### src/rtl/cma_pkg.sv
package cma_pkg;

  localparam int SAMPLE_WIDTH    = 16;
  localparam int BLOCK_LENGTH    = 64;
  localparam int WSIZE_W         = 5;
  localparam logic [WSIZE_W-1:0] WSIZE_RESET = 5'd4;
  // window sum of up to 31 samples
  localparam int SUM_W           = SAMPLE_WIDTH + WSIZE_W;
  localparam int DCNT_W          = $clog2(SUM_W);

  typedef struct packed {
    logic [SAMPLE_WIDTH-1:0] sample;
    logic                    last_sample;
  } in_word_t;

  typedef struct packed {
    logic [SAMPLE_WIDTH-1:0] average;
    logic                    last_result;
  } out_word_t;

  typedef struct packed {
    logic load;       // take input word into the store
    logic blk_init;   // block closed: latch length, restart result index
    logic res_init;   // start a new result window
    logic rew_step;   // move window pointer back one place
    logic step_clr;
    logic rd_issue;   // read store at pointer, advance pointer
    logic div_init;
    logic div_step;
    logic emit;
  } cmd_t;

  typedef struct packed {
    logic rew_done;
    logic acc_last;
    logic div_done;
    logic last_j;
  } status_t;

endpackage

### src/rtl/cma_ctrl.sv
module cma_ctrl (
  input  logic           clk,
  input  logic           rst,
  input  logic           start,
  input  logic           last_sample,
  input  cma_pkg::status_t status,
  output cma_pkg::cmd_t  cmd,
  output logic           busy
);

  typedef enum logic [6:0] {
    IDLE   = 7'b0000001,
    REWIND = 7'b0000010,
    ACCUM  = 7'b0000100,
    FLUSH  = 7'b0001000,
    DINIT  = 7'b0010000,
    DIVIDE = 7'b0100000,
    EMIT   = 7'b1000000
  } state_t;

  state_t state, state_next;

  always_ff @(posedge clk) begin
    if (rst) begin
      state <= IDLE;
    end else begin
      state <= state_next;
    end
  end

  assign busy = (state != IDLE);

  always_comb begin
    state_next = state;
    cmd        = '0;
    unique case (state)
      IDLE: begin
        if (start) begin
          cmd.load = 1'b1;
          if (last_sample) begin
            cmd.blk_init = 1'b1;
            cmd.res_init = 1'b1;
            state_next   = REWIND;
          end
        end
      end
      REWIND: begin
        if (status.rew_done) begin
          cmd.step_clr = 1'b1;
          state_next   = ACCUM;
        end else begin
          cmd.rew_step = 1'b1;
        end
      end
      ACCUM: begin
        cmd.rd_issue = 1'b1;
        if (status.acc_last) begin
          state_next = FLUSH;
        end
      end
      FLUSH: begin
        state_next = DINIT;
      end
      DINIT: begin
        cmd.div_init = 1'b1;
        state_next   = DIVIDE;
      end
      DIVIDE: begin
        cmd.div_step = 1'b1;
        if (status.div_done) begin
          state_next = EMIT;
        end
      end
      EMIT: begin
        cmd.emit = 1'b1;
        if (status.last_j) begin
          state_next = IDLE;
        end else begin
          cmd.res_init = 1'b1;
          state_next   = REWIND;
        end
      end
      default: begin
        state_next = IDLE;
      end
    endcase
  end

endmodule

### src/rtl/cma_dp.sv
module cma_dp #(
  parameter int BLOCK_LENGTH = cma_pkg::BLOCK_LENGTH
) (
  input  logic                         clk,
  input  logic                         rst,
  input  cma_pkg::cmd_t                cmd,
  input  cma_pkg::in_word_t            item,
  input  logic                         cfg_we,
  input  logic [cma_pkg::WSIZE_W-1:0]  cfg_data,
  output cma_pkg::status_t             status,
  output cma_pkg::out_word_t           result,
  output logic                         strobe
);

  localparam int CW = $clog2(BLOCK_LENGTH + 1);
  localparam int IW = $clog2(BLOCK_LENGTH);
  localparam int SW = cma_pkg::SAMPLE_WIDTH;
  localparam int WW = cma_pkg::WSIZE_W;
  localparam int AW = cma_pkg::SUM_W;
  localparam int DW = cma_pkg::DCNT_W;

  logic [SW-1:0] mem [BLOCK_LENGTH];
  logic [SW-1:0] rdata;
  logic          rd_pending;

  logic [WW-1:0] wsize;
  logic [CW-1:0] count;
  logic [CW-1:0] len;
  logic [IW-1:0] j;
  logic [IW-1:0] j_next;
  logic [IW-1:0] ptr;
  logic [WW-1:0] step;
  logic [AW-1:0] acc;
  logic [AW-1:0] quot;
  logic [WW-1:0] rem;
  logic [DW-1:0] dcnt;

  logic [WW-1:0] w_eff;
  logic [CW-1:0] len_m1;
  logic          full;
  logic [WW:0]   trial;
  logic          fits;

  assign w_eff  = (wsize == '0) ? WW'(1) : wsize;
  assign len_m1 = len - CW'(1);
  assign full   = (count == CW'(BLOCK_LENGTH));

  assign status.rew_done = (step == (w_eff >> 1));
  assign status.acc_last = (step == w_eff - WW'(1));
  assign status.div_done = (dcnt == DW'(AW - 1));
  assign status.last_j   = (j == len_m1[IW-1:0]);

  assign j_next = cmd.blk_init ? '0 : (cmd.emit ? j + IW'(1) : j);

  // restoring divide, one quotient bit per cycle
  assign trial = {rem, quot[AW-1]};
  assign fits  = (trial >= {1'b0, w_eff});

  always_ff @(posedge clk) begin
    if (cmd.load && !full) begin
      mem[count[IW-1:0]] <= item.sample;
    end
    if (cmd.rd_issue) begin
      rdata <= mem[ptr];
    end
  end

  always_ff @(posedge clk) begin
    if (rst) begin
      wsize      <= cma_pkg::WSIZE_RESET;
      count      <= '0;
      rd_pending <= 1'b0;
      strobe     <= 1'b0;
    end else begin
      if (cfg_we) begin
        wsize <= cfg_data;
      end
      if (cmd.load) begin
        if (cmd.blk_init) begin
          count <= '0;
        end else if (!full) begin
          count <= count + CW'(1);
        end
      end
      rd_pending <= cmd.rd_issue;
      strobe     <= cmd.emit;
    end
  end

  always_ff @(posedge clk) begin
    if (cmd.blk_init) begin
      len <= full ? count : count + CW'(1);
    end
    j <= j_next;

    if (cmd.res_init) begin
      ptr  <= j_next;
      step <= '0;
      acc  <= '0;
    end else begin
      if (cmd.rew_step) begin
        ptr  <= (ptr == '0) ? len_m1[IW-1:0] : ptr - IW'(1);
        step <= step + WW'(1);
      end
      if (cmd.step_clr) begin
        step <= '0;
      end
      if (cmd.rd_issue) begin
        ptr  <= (ptr == len_m1[IW-1:0]) ? '0 : ptr + IW'(1);
        step <= step + WW'(1);
      end
      if (rd_pending) begin
        acc <= acc + AW'(rdata);
      end
    end

    if (cmd.div_init) begin
      quot <= acc;
      rem  <= '0;
      dcnt <= '0;
    end else if (cmd.div_step) begin
      quot <= {quot[AW-2:0], fits};
      rem  <= fits ? WW'(trial - {1'b0, w_eff}) : trial[WW-1:0];
      dcnt <= dcnt + DW'(1);
    end

    if (cmd.emit) begin
      result.average     <= quot[SW-1:0];
      result.last_result <= status.last_j;
    end
  end

endmodule

### src/rtl/circular_moving_average_core.sv
// Channel  Ports                    Handshake
// input    item (sample, last)      start, taken when start && !busy
// result   result (average, last)   strobe, one cycle, no back-pressure
// config   cfg_we, cfg_data         written on any edge with cfg_we high
//
// A word without the last flag is stored and busy stays low. A last word closes
// the block; each of the L results is then formed by a rewind of the window
// pointer, a one-read-per-cycle window sum over the sample memory and a 21-step
// serial divider. busy stays high until the final result's strobe is issued.
// Sync reset clears control and sets window_size to 4; the memory is not cleared.
module circular_moving_average_core #(
  parameter int BLOCK_LENGTH = cma_pkg::BLOCK_LENGTH
) (
  input  logic                        clk,
  input  logic                        rst,
  input  logic                        start,
  output logic                        busy,
  input  cma_pkg::in_word_t           item,
  output logic                        strobe,
  output cma_pkg::out_word_t          result,
  input  logic                        cfg_we,
  input  logic [cma_pkg::WSIZE_W-1:0] cfg_data
);

  cma_pkg::cmd_t    cmd;
  cma_pkg::status_t status;

  cma_ctrl u_ctrl (
    .clk         (clk),
    .rst         (rst),
    .start       (start),
    .last_sample (item.last_sample),
    .status      (status),
    .cmd         (cmd),
    .busy        (busy)
  );

  cma_dp #(
    .BLOCK_LENGTH (BLOCK_LENGTH)
  ) u_dp (
    .clk      (clk),
    .rst      (rst),
    .cmd      (cmd),
    .item     (item),
    .cfg_we   (cfg_we),
    .cfg_data (cfg_data),
    .status   (status),
    .result   (result),
    .strobe   (strobe)
  );

endmodule

### config.mk
export PLATFORM = sky130hd
export DESIGN_NAME = circular_moving_average_core
export DESIGN_NICKNAME = d
export VERILOG_FILES = /design/src/rtl/cma_pkg.sv /design/src/rtl/cma_ctrl.sv /design/src/rtl/cma_dp.sv /design/src/rtl/circular_moving_average_core.sv
export SDC_FILE = /design/constraint.sdc
export NUM_CORES = 1
export LEC_CHECK = 0
export ABC_AREA = 1
export BUFFER_PORTS_ARGS = -buffer_cell sky130_fd_sc_hd__buf_4
export CELL_PAD_IN_SITES_DETAIL_PLACEMENT = 0
export CELL_PAD_IN_SITES_GLOBAL_PLACEMENT = 1
export CORE_ASPECT_RATIO = 1.1
export CORE_MARGIN = 4
export CORE_UTILIZATION = 33
export CTS_CLUSTER_SIZE = 24
export DETAILED_ROUTE_END_ITERATION = 7
export PLACE_DENSITY = 0.53
export SYNTH_ARGS = -nofsm -noshare
export SYNTH_HDL_FRONTEND = slang
export SYNTH_HIERARCHICAL = 1
export SYNTH_SLANG_ARGS = --single-unit
### constraint.sdc
create_clock -name clk -period 7.5 [get_ports clk]
set_input_delay 1.125 -clock clk [delete_from_list [all_inputs] [get_ports clk]]
set_output_delay 1.125 -clock clk [all_outputs]
set_load 0.005 [all_outputs]
* Yosys cells after proc, flatten, opt, wreduce, memory -nomap -nowiden
Memories as Yosys holds them, arrays and structs flattened. A register that Yosys moved wholly into a read port is not among the register bits. Cells that the tools add are included. W data, S select, Z words.
Word-level totals: flip-flop bits (word level) 113, bits in writable memories 1024, input port bits 26, output and inout bits 19, word-level logic and storage cells 91, memories 1
Cells by class: add/sub/neg operators 10, magnitude comparators 1, eq/ne operators 19, multiplexer cells 37, reductions and logical operators 8
Memories:
- u_dp.mem | depth 64, bits a word 16, rd ports 1, clocked after Yosys merged registers in 1, wr ports 1, line cma_dp.sv:22 | logic [SW-1:0] mem [BLOCK_LENGTH];
Operators by type and width (count):
- $mux W7 | 7
- $pmux W7 S7 | 1
- $mux W21 | 2
- $mux W6 | 7
- $mux W5 | 5
- $add A21 B16 Y21 | 1
- $eq A7 B7 Y1 const B | 2
- $add A6 B1 Y6 const B | 2
- $eq A6 B6 Y1 | 2
- $sub A6 B1 Y6 const B | 2
- $add A5 B1 Y5 const B | 2
- $ne A2 B2 Y1 const B | 5
- $mux W1 | 9
- $mux W2 | 4
- $add A7 B1 Y7 const B | 1
- $eq A7 B1 Y1 const B | 1
- $eq A7 B2 Y1 const B | 1
- $eq A7 B3 Y1 const B | 1
- $eq A7 B4 Y1 const B | 1
- $eq A7 B5 Y1 const B | 1
- $eq A7 B6 Y1 const B | 1
- $ne A7 B1 Y1 const B | 1
- $ge A6 B5 Y1 | 1
- $logic_not A6 Y1 | 1
- other kinds (13) | 14

* Logic depth before layout (Yosys ltp)
depth after elaboration 8, depth in mapped cells 17, depth with buffers taken out 16

* Cells and area by module
Netlist, hierarchy kept.
Modules (own cells, without submodules):
- cma_dp | times used 1, cells each 4155, area each 47775.8 sq um, seq. area each 33852.5 sq um
- cma_ctrl | times used 1, cells each 83, area each 495.5 sq um, seq. area each 140.1 sq um

* Least setup slack after synthesis
OpenSTA, ideal clock, no wires.
kind input -> register, from input port start, to memory u_dp/mem[0][0] (netlist bit) (enable), library setup time 389 ps, data arrival time 2744 ps, required time 7111 ps, setup slack 4368 ps, stages on the path 6, path buffers 0, cells stage by stage inv_1 -> nor2_1 -> clkinv_1 -> nor2_2 -> nand4_1 -> nor2_1
RTL lines:
- start: declaration | line circular_moving_average_core.sv:16 | input logic start,
- end: declaration | line cma_dp.sv:22

==> impl_metrics.csv <==
group,metric,value,unit
logic_synthesis,synthCells,4238,
placed_design,globalplace.congestion,0.785,
logic_synthesis,syn_nets,4297,
logic_synthesis,netlist.area_leader.share,67.8,%
floorplan,row_count,146,
logic_synthesis,synthFlopType,"edfxtp_1",
logic_synthesis,postSynthAreaPerCell,11.4,µm²
global_routing,grt_overflow,0,
drt,wire_per_inst,23.3,µm
logic_synthesis,netlist_area,0.0483,mm²
logic_synthesis,ys_types,45,
global_routing,grt_pass1_vias,31000,
clock_network,cts_setup_buffers,0,
global_routing,grt_max_degree,179,
logic_synthesis,synthTopCellsByArea,"edfxtp_1 68%, nor2_1 6.3%, o21ai_0 5.2%",
sta,setup_viol,0,
global_routing,use_met2,31.0,%
pwr,power.leakage,19.0,nW
finish,drive_above_1_share,8.19,%
clock_network,htreeDepth,4,
job,cap_viol_max_count,0,
clock_network,cts_buffers,131,
sta,finClkSkew,28.7,ps
logic_synthesis,yosysTopAreaCell,"edfxtp_1",
global_routing,met3_usage,2.59,%
drt,drt-initial-drc-count,2289,
drt,wl,147000,µm
clock_network,postCtsResizedCells,0,
sta,rsz0062_at_grt,"no",
clock_network,cts.path.max_buffers,3,
drt,num_vias,31600,
critical_path,critPathRequiredTime,8120,ps
sta,fin_crit_sh,53.6,%
critical_path,worstPathArrival,4640,ps
clock_network,ctsHoldBuffers,0,
finish,fillers,14200,
placed_design,portBuffers,44,
critical_path,path_class,"register to register",
clock_network,clkTransAtPathRegs,60,ps
sta,worst_pin_slew,1190,ps
global_routing,grtUsageMet1,26.8,%
sta,hold_viol_final,0,
global_routing,grt_pass1_wl,216000,µm
sta,totalNegativeSetupSlack,0,ps
floorplan,core,0.145,mm²
floorplan,io_pins,45,
placed_design,dp.cells,6070,
logic_synthesis,yosys_warnings,6,
clock_network,cts_tree,"built",
global_routing,grt_usage,19.0,%
sta,slew_violations,0,
pwr,ir_drop,0.000224,V
floorplan,die_x,373,µm
logic_synthesis,seq_area_frac_synth,70.4,%
logic_synthesis,ys_ff_latch,1153,
clock_network,root_buffer,"clkbuf_16",
global_routing,antenna_found_initial,5,
pwr,powerDensity,319,mW/mm²
drt,drc_errors,0,
sta,finalCriticalPeriod,4020,ps
drt,detail-route-antenna-nets,0,
critical_path,crit_path_start_kind,"register",
status,status,"finished, final reports clean",
sta,max_freq,249,MHz
clock_network,clkLatencyLatePin,760,ps
floorplan,die_height,409,µm
floorplan,start_util,33.4,%
critical_path,crit_fanout,77,
floorplan,dieArea,0.152,mm²
finish,final_nets,4338,
logic_synthesis,synthArstFlopShare,0,%
logic_synthesis,synth_edf_count,1090,
sta,slew_headroom,20.9,%
drt,via_per_inst,5.01,
finish,layoutNonFillerInstCount,6308,
finish,syn_to_final_growth,13.5,%
drt,dr.pass1.iters,5,
global_routing,busiest_layer,"met2",
worst_hold_path,hold_path.class,"register to register",
placed_design,dpl.hpwl,81500,µm
critical_path,end_kind,"register",
clock_network,cts_num_sinks,1153,
## metal layers
layer | up-vias | wire length [µm] | part of all wire, %
met2 | 607 | 69800 | 47
met1 | 15800 | 68700 | 47
met5 | - | 0 | 0
li1 | 15000 | - | -
met3 | 155 | 5910 | 4.0
met4 | 0 | 2810 | 1.9
## report_power, final
group	total [mW]	internal [mW]	switching, mW
Combinational	3.90	1.00	2.89
Sequential	7.26	7.18	0.0753
Clock	6.29	3.68	2.62
Total	17.4	11.9	5.58
## cell type report
class	count	area (µm²)	share of cell area, %
repair buffers	135	1060	1.94
well taps	1924	2410	4.40
multi-input cells	2638	12300	22.4
flip-flops and latches	1153	34000	62.1
diodes	2	5.00	0.00914
inverters	220	850	1.55
clock inverters	63	602	1.10
clock buffers	173	3580	6.54
## critical path, cell delays in order (launching register included)
cell	delay, ps
edfxtp_1	400
buf_4	730
buf_4	700
buf_4	770
o21ai_0	210
o211ai_1	270
nand3_1	140
nand2_1	260
nand3_1	120
nand2_1	80
## registers in the layout, summed over array words and instances (netlist names)
name and count:
u_dp/result 17, u_dp/step 5, u_dp/rem 5, u_dp/ptr 6
u_ctrl/state 7, u_dp/quot 21, u_dp/j 6, u_dp/acc 21
u_dp/rd_pending 1, u_dp/dcnt 5, u_dp/count 7, u_dp/mem 1024
u_dp/wsize 5, u_dp/strobe 1, u_dp/len 6, u_dp/rdata 16
## final timing paths
path                      from  cells after the start             end  slack, ps
hold / removal    u_dp/dcnt[4]                      1    u_dp/dcnt[4]        450
setup / recovery   u_dp/ptr[0]                      9  u_dp/rdata[15]       3480
hold reg to reg   u_dp/dcnt[4]                      1    u_dp/dcnt[4]        450
setup reg to reg   u_dp/ptr[0]                      9  u_dp/rdata[15]       3480
## per-stage QoR
| stage | power [mW] | utilization (%) | worst slack (ps) | hold WS, ps | instance area [µm²] |
|---|---|---|---|---|---|
| 2_1_floorplan | 9.87 | - | 4370 | 423 | 48300 |
| 3_3_place_gp | 11.3 | 35.0 | 2850 | 440 | 50600 |
| 3_5_place_dp | 11.3 | 35.0 | 2870 | 438 | 50600 |
| 4_1_cts | 17.7 | 37.9 | 3400 | 456 | 54800 |
| 5_1_grt | 18.3 | 37.9 | 3150 | 466 | 54800 |
| 6_report | 17.4 | 37.9 | 3480 | 453 | 54800 |
## cells by family after synthesis
| logic type | count (synthesis) | share of synthesized area, % |
|---|---|---|
| xor gates and xnor gates | 26 | 0.472 |
| buffers and inverters | 447 | 4.22 |
| adders and majority gates | 33 | 0.886 |
| and+or+nand+nor | 1756 | 14.8 |
| AOI/OAI and AO/OA | 823 | 9.23 |
| DFF | 1153 | 70.4 |
## synthesized netlist by cell type (3+ instances only)
cell and n:
buf_2 93, inv_1 202, nand3_1 281, o22ai_1 47, nand3b_1 4, clkinv_1 6
nand4_1 17, a21oi_1 115, nand2_2 6, buf_4 30, o21ai_1 49, nor2_1 811
o211ai_1 97, a31oi_1 3, dfxtp_1 63, buf_6 14, inv_2 11, or2_2 4
nand2_1 602, nor2_2 6, buf_1 15, nor3_1 9, xor2_1 24, o21ai_0 503
ha_1 31, edfxtp_1 1090, clkbuf_1 72, nand3_2 6, nor4_1 3
## placed cells by master (no fill, tap or decap), types with 11 or more instances in the layout
master	netlist	layout
dfxtp_1	63	63
o21ai_0	503	503
nor2_2	6	15
nand3_1	281	281
clkbuf_16	0	136
nor2_1	811	801
clkinv_1	6	35
buf_4	30	131
nand4_1	17	17
a21oi_1	115	115
clkbuf_1	72	33
o22ai_1	47	47
inv_2	11	11
xor2_1	24	24
ha_1	31	31
o211ai_1	97	97
o21ai_1	49	49
edfxtp_1	1090	1090
clkinv_2	0	11
inv_1	202	201
nand2_1	602	602
Note: power is estimated with default switching activity, not from simulation.
